===== src/hdl/bpa_pkg.sv =====
`timescale 1ns / 1ps
`default_nettype none
// ----------------------------------------------------------------------------
// bpa_pkg
// Shared types and constants of the buddy page allocator.
// ----------------------------------------------------------------------------
package bpa_pkg;

  localparam int unsigned PAGE_COUNT  = 4096;
  localparam int unsigned ORDER_COUNT = 11;
  localparam int unsigned PAGE_W      = 12;
  localparam int unsigned LINK_W      = 13;
  localparam int unsigned ORD_W       = 4;
  localparam int unsigned REG_W       = 13;
  localparam int unsigned META_W      = ORD_W + 1;

  localparam logic [ORD_W-1:0]  SUPER_ORDER = 4'd10;
  localparam logic [ORD_W-1:0]  TOP_ORDER   = 4'd10;
  localparam logic [ORD_W-1:0]  ORDER_LIMIT = 4'd11;
  localparam logic [LINK_W-1:0] LINK_NONE   = 13'h1000;
  localparam logic [PAGE_W-1:0] LAST_PAGE   = 12'hFFF;

  localparam logic [1:0] KIND_ALLOC      = 2'd0;
  localparam logic [1:0] KIND_FREE       = 2'd1;
  localparam logic [1:0] KIND_FREE_SUPER = 2'd2;

  localparam logic [1:0] STS_DONE      = 2'd0;
  localparam logic [1:0] STS_NO_BLOCK  = 2'd1;
  localparam logic [1:0] STS_TOO_LARGE = 2'd2;
  localparam logic [1:0] STS_IGNORED   = 2'd3;

  localparam logic CFG_LOW  = 1'b0;
  localparam logic CFG_HIGH = 1'b1;

  typedef struct packed {
    logic [1:0]        kind;
    logic [ORD_W-1:0]  order;
    logic [PAGE_W-1:0] page_index;
  } req_t;

  typedef struct packed {
    logic [PAGE_W-1:0] block_index;
    logic [1:0]        status;
  } rsp_t;

  typedef struct packed {
    logic       cap;
    logic       clr_wr;
    logic       scan_inc;
    logic       load_pu;
    logic       lnk_wr;
    logic       split;
    logic       mark_a;
    logic       meta_rd_p;
    logic       load_k;
    logic       brd;
    logic       load_u_b;
    logic       merge;
    logic       mrd;
    logic       mwr;
    logic       load_x_p;
    logic       push1;
    logic       push2;
    logic       cnt_clr;
    logic       cnt_inc;
    logic       res_set;
    logic [1:0] res_code;
    logic       res_blk;
  } dp_cmd_t;

  typedef struct packed {
    logic       clr_last;
    logic       head_valid;
    logic       k_top;
    logic       k_gt;
    logic       b_in;
    logic       mark_last;
    logic       idx_out;
    logic       chk_ok;
    logic       bud_ok;
    logic       win_in;
    logic       ord_bad_in;
    logic       is_free;
  } dp_sts_t;

endpackage
`default_nettype wire


===== src/hdl/bpa_ctrl.sv =====
`timescale 1ns / 1ps
`default_nettype none
// ----------------------------------------------------------------------------
// bpa_ctrl
// Sequencer for metadata clearing, allocate and free requests.
// ----------------------------------------------------------------------------
module bpa_ctrl (
  input  wire                clk_i,
  input  wire                rst_ni,
  input  wire                start,
  input  bpa_pkg::req_t      req_i,
  input  bpa_pkg::dp_sts_t   sts_i,
  output bpa_pkg::dp_cmd_t   cmd_o,
  output logic               busy,
  output logic               result_valid_o
);
  import bpa_pkg::*;

  localparam logic [4:0] S_CLEAR  = 5'd0;
  localparam logic [4:0] S_IDLE   = 5'd1;
  localparam logic [4:0] S_RESULT = 5'd2;
  localparam logic [4:0] S_SCAN   = 5'd3;
  localparam logic [4:0] S_U_RD   = 5'd4;
  localparam logic [4:0] S_U_WR   = 5'd5;
  localparam logic [4:0] S_SPLIT  = 5'd6;
  localparam logic [4:0] S_AMARK  = 5'd7;
  localparam logic [4:0] S_P1     = 5'd8;
  localparam logic [4:0] S_P2     = 5'd9;
  localparam logic [4:0] S_F_RD   = 5'd10;
  localparam logic [4:0] S_F_CHK  = 5'd11;
  localparam logic [4:0] S_F_BRD  = 5'd12;
  localparam logic [4:0] S_F_BCHK = 5'd13;
  localparam logic [4:0] S_F_MRG  = 5'd14;
  localparam logic [4:0] S_F_MRD  = 5'd15;
  localparam logic [4:0] S_F_MWR  = 5'd16;

  logic [4:0] state_q, state_d;

  assign busy           = (state_q != S_IDLE);
  assign result_valid_o = (state_q == S_RESULT);

  always_comb begin
    state_d = state_q;
    cmd_o   = '0;
    unique case (state_q)
      S_CLEAR: begin
        cmd_o.clr_wr  = 1'b1;
        cmd_o.cnt_inc = 1'b1;
        if (sts_i.clr_last) begin
          cmd_o.cnt_clr = 1'b1;
          state_d       = S_IDLE;
        end
      end
      S_IDLE: begin
        if (start) begin
          cmd_o.cap = 1'b1;
          unique case (req_i.kind) inside
            KIND_ALLOC: begin
              if (sts_i.ord_bad_in) begin
                cmd_o.res_set  = 1'b1;
                cmd_o.res_code = STS_TOO_LARGE;
                state_d        = S_RESULT;
              end else begin
                state_d = S_SCAN;
              end
            end
            KIND_FREE, KIND_FREE_SUPER: begin
              if (sts_i.win_in) begin
                state_d = S_F_RD;
              end else begin
                cmd_o.res_set  = 1'b1;
                cmd_o.res_code = STS_IGNORED;
                state_d        = S_RESULT;
              end
            end
            default: begin
              cmd_o.res_set  = 1'b1;
              cmd_o.res_code = STS_IGNORED;
              state_d        = S_RESULT;
            end
          endcase
        end
      end
      S_RESULT: state_d = S_IDLE;
      S_SCAN: begin
        if (sts_i.head_valid) begin
          cmd_o.load_pu = 1'b1;
          state_d       = S_U_RD;
        end else if (sts_i.k_top) begin
          cmd_o.res_set  = 1'b1;
          cmd_o.res_code = STS_NO_BLOCK;
          state_d        = S_RESULT;
        end else begin
          cmd_o.scan_inc = 1'b1;
        end
      end
      S_U_RD: state_d = S_U_WR;
      S_U_WR: begin
        cmd_o.lnk_wr = 1'b1;
        state_d      = sts_i.is_free ? S_F_MRG : S_SPLIT;
      end
      S_SPLIT: begin
        if (sts_i.k_gt) begin
          cmd_o.split = 1'b1;
          if (sts_i.b_in) state_d = S_P1;
        end else begin
          cmd_o.cnt_clr = 1'b1;
          state_d       = S_AMARK;
        end
      end
      S_AMARK: begin
        cmd_o.mark_a = 1'b1;
        if (sts_i.mark_last) begin
          cmd_o.res_set  = 1'b1;
          cmd_o.res_code = STS_DONE;
          cmd_o.res_blk  = 1'b1;
          state_d        = S_RESULT;
        end else begin
          cmd_o.cnt_inc = 1'b1;
        end
      end
      S_P1: begin
        cmd_o.push1 = 1'b1;
        state_d     = S_P2;
      end
      S_P2: begin
        cmd_o.push2 = 1'b1;
        if (sts_i.is_free) begin
          cmd_o.res_set  = 1'b1;
          cmd_o.res_code = STS_DONE;
          state_d        = S_RESULT;
        end else begin
          state_d = S_SPLIT;
        end
      end
      S_F_RD: begin
        cmd_o.meta_rd_p = 1'b1;
        state_d         = S_F_CHK;
      end
      S_F_CHK: begin
        if (sts_i.chk_ok) begin
          cmd_o.load_k = 1'b1;
          state_d      = S_F_BRD;
        end else begin
          cmd_o.res_set  = 1'b1;
          cmd_o.res_code = STS_IGNORED;
          state_d        = S_RESULT;
        end
      end
      S_F_BRD: begin
        if (sts_i.k_top) begin
          cmd_o.cnt_clr = 1'b1;
          state_d       = S_F_MRD;
        end else begin
          cmd_o.brd = 1'b1;
          state_d   = S_F_BCHK;
        end
      end
      S_F_BCHK: begin
        if (sts_i.bud_ok) begin
          cmd_o.load_u_b = 1'b1;
          state_d        = S_U_RD;
        end else begin
          cmd_o.cnt_clr = 1'b1;
          state_d       = S_F_MRD;
        end
      end
      S_F_MRG: begin
        cmd_o.merge = 1'b1;
        state_d     = S_F_BRD;
      end
      S_F_MRD: begin
        // pages past the store end the sweep
        if (sts_i.idx_out) begin
          cmd_o.load_x_p = 1'b1;
          state_d        = S_P1;
        end else begin
          cmd_o.mrd = 1'b1;
          state_d   = S_F_MWR;
        end
      end
      S_F_MWR: begin
        cmd_o.mrd = 1'b1;
        cmd_o.mwr = 1'b1;
        if (sts_i.mark_last) begin
          cmd_o.load_x_p = 1'b1;
          state_d        = S_P1;
        end else begin
          cmd_o.cnt_inc = 1'b1;
          state_d       = S_F_MRD;
        end
      end
      default: state_d = S_IDLE;
    endcase
  end

  always_ff @(posedge clk_i or negedge rst_ni) begin
    if (!rst_ni) begin
      state_q <= S_CLEAR;
    end else begin
      state_q <= state_d;
    end
  end

endmodule
`default_nettype wire


===== config.mk =====
export PLATFORM = sky130hd
export DESIGN_NAME = bpa_ctrl
export DESIGN_NICKNAME = d
export VERILOG_FILES = /design/src/hdl/bpa_pkg.sv /design/src/hdl/bpa_ctrl.sv
export SDC_FILE = /design/constraint.sdc
export NUM_CORES = 1
export LEC_CHECK = 0
export BUFFER_PORTS_ARGS = -buffer_cell sky130_fd_sc_hd__buf_2
export CAP_MARGIN = 10
export CORE_MARGIN = 3
export CORE_UTILIZATION = 27
export DETAILED_ROUTE_END_ITERATION = 8
export PLACE_DENSITY_LB_ADDON = 0.08
export SLEW_MARGIN = 30
export SYNTH_ARGS = -nofsm -noshare
export SYNTH_HDL_FRONTEND = slang
export SYNTH_SLANG_ARGS = --single-unit
export TNS_END_PERCENT = 10

===== constraint.sdc =====
create_clock -name clk_i -period 1.9 [get_ports clk_i]
set_input_delay 0.19 -clock clk_i [delete_from_list [all_inputs] [get_ports clk_i]]
set_output_delay 0.19 -clock clk_i [all_outputs]
set_load 0.005 [all_outputs]

### Word-level counts from Yosys, hierarchy flattened

Index checks and enable logic that the tools add are counted.

| operators by class | value |
|---|---|
| reduce and logical (&&, ||, !) cells | 5 |
| muxes and demuxes | 62 |
| equality and inequality tests | 24 |

Operators by type and width:

| cell | number |
|---|---|
| $pmux 5 s16 | 1 |
| $eq 5x4->1 const B | 8 |
| $mux 5 | 8 |
| $mux 1 | 30 |
| $mux 3 | 9 |
| $eq 5x3->1 const B | 4 |
| $mux 4 | 5 |
| $pmux 3 s5 | 1 |
| $eq 5x2->1 const B | 2 |
| $pmux 5 s2 | 1 |
| $ne 2x2->1 const B | 3 |
| $ne 3x3->1 const B | 2 |
| $pmux 1 s2 | 3 |
| $pmux 3 s2 | 1 |
| $eq 5x1->1 const B | 1 |
| $eq 5x5->1 const B | 1 |
| $logic_not 5->1 | 1 |
| $ne 5x1->1 const B | 1 |
| $reduce_and 5->1 | 1 |
| $mux 2 | 2 |
| $pmux 1 s4 | 1 |
| $reduce_or 2->1 | 2 |
| $eq 2x1->1 const B | 1 |
| $eq 2x2->1 const B | 1 |
| $logic_not 2->1 | 1 |

| word-level totals | value |
|---|---|
| word-level logic and storage cells | 92 |
| input bits | 33 |
| output and inout port bits | 25 |
| register bits after elaboration | 5 |

### Logic depth before layout (Yosys ltp)

| logic depth | value |
|---|---|
| depth in word-level cells | 5 |
| mapped depth | 7 |
| mapped depth without buffers | 6 |

### Worst setup path before layout

Ideal clock, no wire load.

| path | value |
|---|---|
| path type | register to register |
| start point | reg state_q[3] |
| end point | reg state_q[0] |
| library setup time | 0.124 ns |
| buffers on the path | 1 |
| slack | 0.287 ns |
| clock period less this slack | 1.613 ns |
| data required time | 1.776 ns |
| data arrival time | 1.489 ns |
| stages on the path, launching flop included | 6 |
| cell sequence | dfrtp_1 buf_6 or3b_4 o32ai_2 o311ai_1 o31a_1 |

| on the way | value |
|---|---|
| cells in the longest elaborated chain, start to end | 3 |
| elaborated cells between the ends (all ways) | 23 |
| classes of those cells | eq/ne (20); mux (1); reduce/logical (2) |

RTL lines:

| item | RTL line | text |
|---|---|---|
| start: declaration | bpa_ctrl.sv:37 | `logic [4:0] state_q, state_d;` |
| start signal: assignment | bpa_ctrl.sv:201 | `state_q <= state_d;` |
| $eq 5x2->1, or another cell as far along | bpa_ctrl.sv:45 | `unique case (state_q)` |
| $ne 3x3->1 (no source line) / $ne 2x2->1 (equally long branches) | n/a |  |
| $reduce_and 5->1 (no source line) | n/a |  |

Parallel ways exist; a longest one is shown, timed or not.
A chain may end at the register's enable or synchronous reset.

==> flow_summary.ini <==
[synthesis]
ys_seq_area_share_pct = 12.9
yosysUniqueCellTypes = 51
synth_nets = 172
ys_async_sr_fraction_pct = 100
yosys.area_share.simple_pct = 38.8
synth-compound-area-share_pct = 31.1
synth-edff-count = 0
synth-xor-area-share_pct = 0
synth_flop_cell = dfrtp_1
ys_seq_elements = 5
yosys.area_share.adder_pct = 2.58
synthMuxAreaShare_pct = 2.06
synth_area_um2 = 971
syn_avg_cell_area_um2 = 7.09
synth_top_family_by_area = simple AND/OR/NAND/NOR gates
synthCells = 137
ys_warn_count = 0

[clock_tree]
cts_tree = done
clkSlewWorstSetupHoldPaths_ns = 0.05
cts_root_buffer = clkbuf_4
clockBufferDepth = 2
cts_num_sinks = 5
cts_made_buffers = 3
clk_latency_ns = 0.24
cts_max_level = 1

[setup_path]
cp-end-kind = output pin
critPathLaunchType = flip-flop
path_max_fanout = 5
arrival_ns = 1.74
critPathRequiredTime_ns = 1.71
crit_type = reg2out

[drt]
routed_wl_mm = 3.59
antenna_left = 0
drt_first_pass_iters = 4
via_per_inst = 5.35
wire_per_inst_um = 15.1
drc = 0
drt_iter0_markers = 54
detailroute.via_count = 1267

[grt]
grt_max_degree = 22
grt_overflow = 0
grt_use_total_pct = 17.0
grt_pass1_vias = 1245
antenna_found_initial = 0
grt_first_pass_wirelength_mm = 5.90

[finish]
top_regs = state_q x5
postLayoutCoreUtil_pct = 42.5
final_nets = 227
nFillCells = 348
diodes = 0
drive_gt1_share_pct = 46.6
top_register = state_q
multi_input_area_um2 = 792
largest_register_ffs = 5
fin_cells = 237
area_delta_synth_final_pct = 48.5
regArea_um2 = 131

[floorplanning]
ios = 58
die_y_um = 66.0
die_w_um = 66.0
start_util_pct = 28.6
num_rows = 21
core_um2 = 3390
dieArea_um2 = 4350

[worst_hold_path]
hp-class = in2reg

[place]
hpwlAfterDp_mm = 2.76
place_inst = 228
pre_cts_slack_ns = 0.0951
routabilityCongestion = 0.826
portBuffers = 41

[timing]
worstMarginPinSlew_ns = 0.328
fmaxAchievable_ghz = 0.517
finalCritPeriodShare_pct = 102
fin_ws_ns = -0.0328
setup_viol = 2
hold_viol = 0
rsz0062_at_grt = yes
period_needed_ns = 1.93
relSlewSlack_pct = 78.1
drv_slew = 0
hold_slack_ns = 0.150
fin_skew_ns = 0.00443

[flow_run]
maxCapViolCount = 0

[power_and_ir_drop]
power.leakage_uw = 0.000691
peakVddDrop_v = 0.000489
power.density_nw_per_um2 = 1380
p_total_uw = 1990

[status]
status = complete, but fails checks
violations = negative setup slack
cell usage after synthesis, types with 3 or more instances:
| cell | count | area share (%) |
|---|---|---|
| dfrtp_1 | 5 | 13 |
| nand2_1 | 6 | 2.3 |
| a31oi_1 | 3 | 1.9 |
| nor2_1 | 13 | 5.0 |
| buf_2 | 8 | 4.1 |
| nor2b_1 | 4 | 2.6 |
| a21oi_1 | 4 | 2.1 |
| buf_6 | 3 | 3.5 |
| nor4_1 | 3 | 1.9 |
| nand2b_1 | 5 | 3.2 |
| a211oi_1 | 4 | 3.1 |
| nor3_1 | 10 | 5.2 |
| inv_1 | 11 | 4.3 |
| o21ai_0 | 4 | 2.1 |
| o211ai_1 | 4 | 3.1 |
| nor3b_1 | 3 | 2.3 |
layout make-up:
| type | instances | share of cell area, % |
|---|---|---|
| sequential | 5 | 9.11 |
| inverter | 11 | 2.86 |
| multi-input combinational | 108 | 54.9 |
| clock buffer | 4 | 1.82 |
| timing repair buffer | 63 | 27.3 |
| tap | 46 | 3.99 |
critical path, cell delays in order, from the launching register on:
cell and delay, ns:
dfrtp_2 0.43, or3b_4 0.25, a2bb2oi_2 0.15, nor2_2 0.06, or4b_1 0.47, buf_2 0.14
report_power, final:
| group | internal (µW) | switching (µW) |
|---|---|---|
| clock network | 79.4 | 44.5 |
| registers | 161 | 89.2 |
| logic | 797 | 818 |
worst paths after layout:
kind                             from         end  slack (ns)  cells after the start
setup / recovery           state_q[3]    cmd_o[3]       -0.03                      5
hold / removal               sts_i[5]  state_q[4]        0.15                      2
setup reg to reg           state_q[0]  state_q[0]        0.11                      6
hold reg to reg            state_q[1]  state_q[2]        0.76                      2
max in group asynchronous      rst_ni  state_q[2]        1.46                      2
min in group asynchronous      rst_ni  state_q[3]        0.30                      2
metal layers:
metal	vias up	global-route usage (%)	wire (µm)
met4	0	5.84	0
met5	-	0	0
met2	36	28.8	1840
met3	0	0	139
li1	618	-	-
met1	613	23.4	1610
layout by cell type (no fill, tap or decap), types with 2 or more instances in the layout:
cell | synthesis | routed
or4b_1 | 2 | 2
nor2b_1 | 4 | 4
a21oi_1 | 4 | 4
nor3b_1 | 3 | 3
or3b_4 | 1 | 3
nand3b_1 | 2 | 2
nor3_1 | 10 | 8
buf_4 | 0 | 18
a31oi_1 | 3 | 3
nand2b_1 | 5 | 5
buf_2 | 8 | 41
nor2_2 | 0 | 2
o21ai_0 | 4 | 3
clkbuf_4 | 0 | 3
o211ai_1 | 4 | 4
nor2_1 | 13 | 10
mux2i_1 | 2 | 2
a211o_1 | 2 | 2
nand2_1 | 6 | 6
inv_1 | 11 | 10
and3_1 | 2 | 2
nand3_1 | 2 | 2
o22ai_1 | 2 | 2
buf_6 | 3 | 2
a211oi_1 | 4 | 3
nor4_1 | 3 | 2
o31ai_1 | 2 | 2
ha_1 | 2 | 2
o32a_1 | 2 | 2
dfrtp_2 | 0 | 5
per-stage QoR:
stage	cell area, µm²	TNS (ns)
finish	1440	-0.0397
global route	1440	-0.308
CTS	1420	-0.0262
floorplan	971	0
global placement	1290	0
detailed placement	1290	0
cell families after synthesis:
logic type | count (synthesis)
muxes | 2
AOI/OAI and AO/OA | 40
and+or+nand+nor | 64
adders and majority gates | 2
DFF | 5
buffers and inverters | 24
what timing repair did:
item                                    4_1_cts  5_1_grt
hold endpoints to repair                      5        0
pin swaps                                     5        2
endpoints found under the setup margin        3        7
gates resized for setup                      19        5
buffers inserted                              4        0
hold buffers                                  1        0
(Power assumes the default switching activity.)
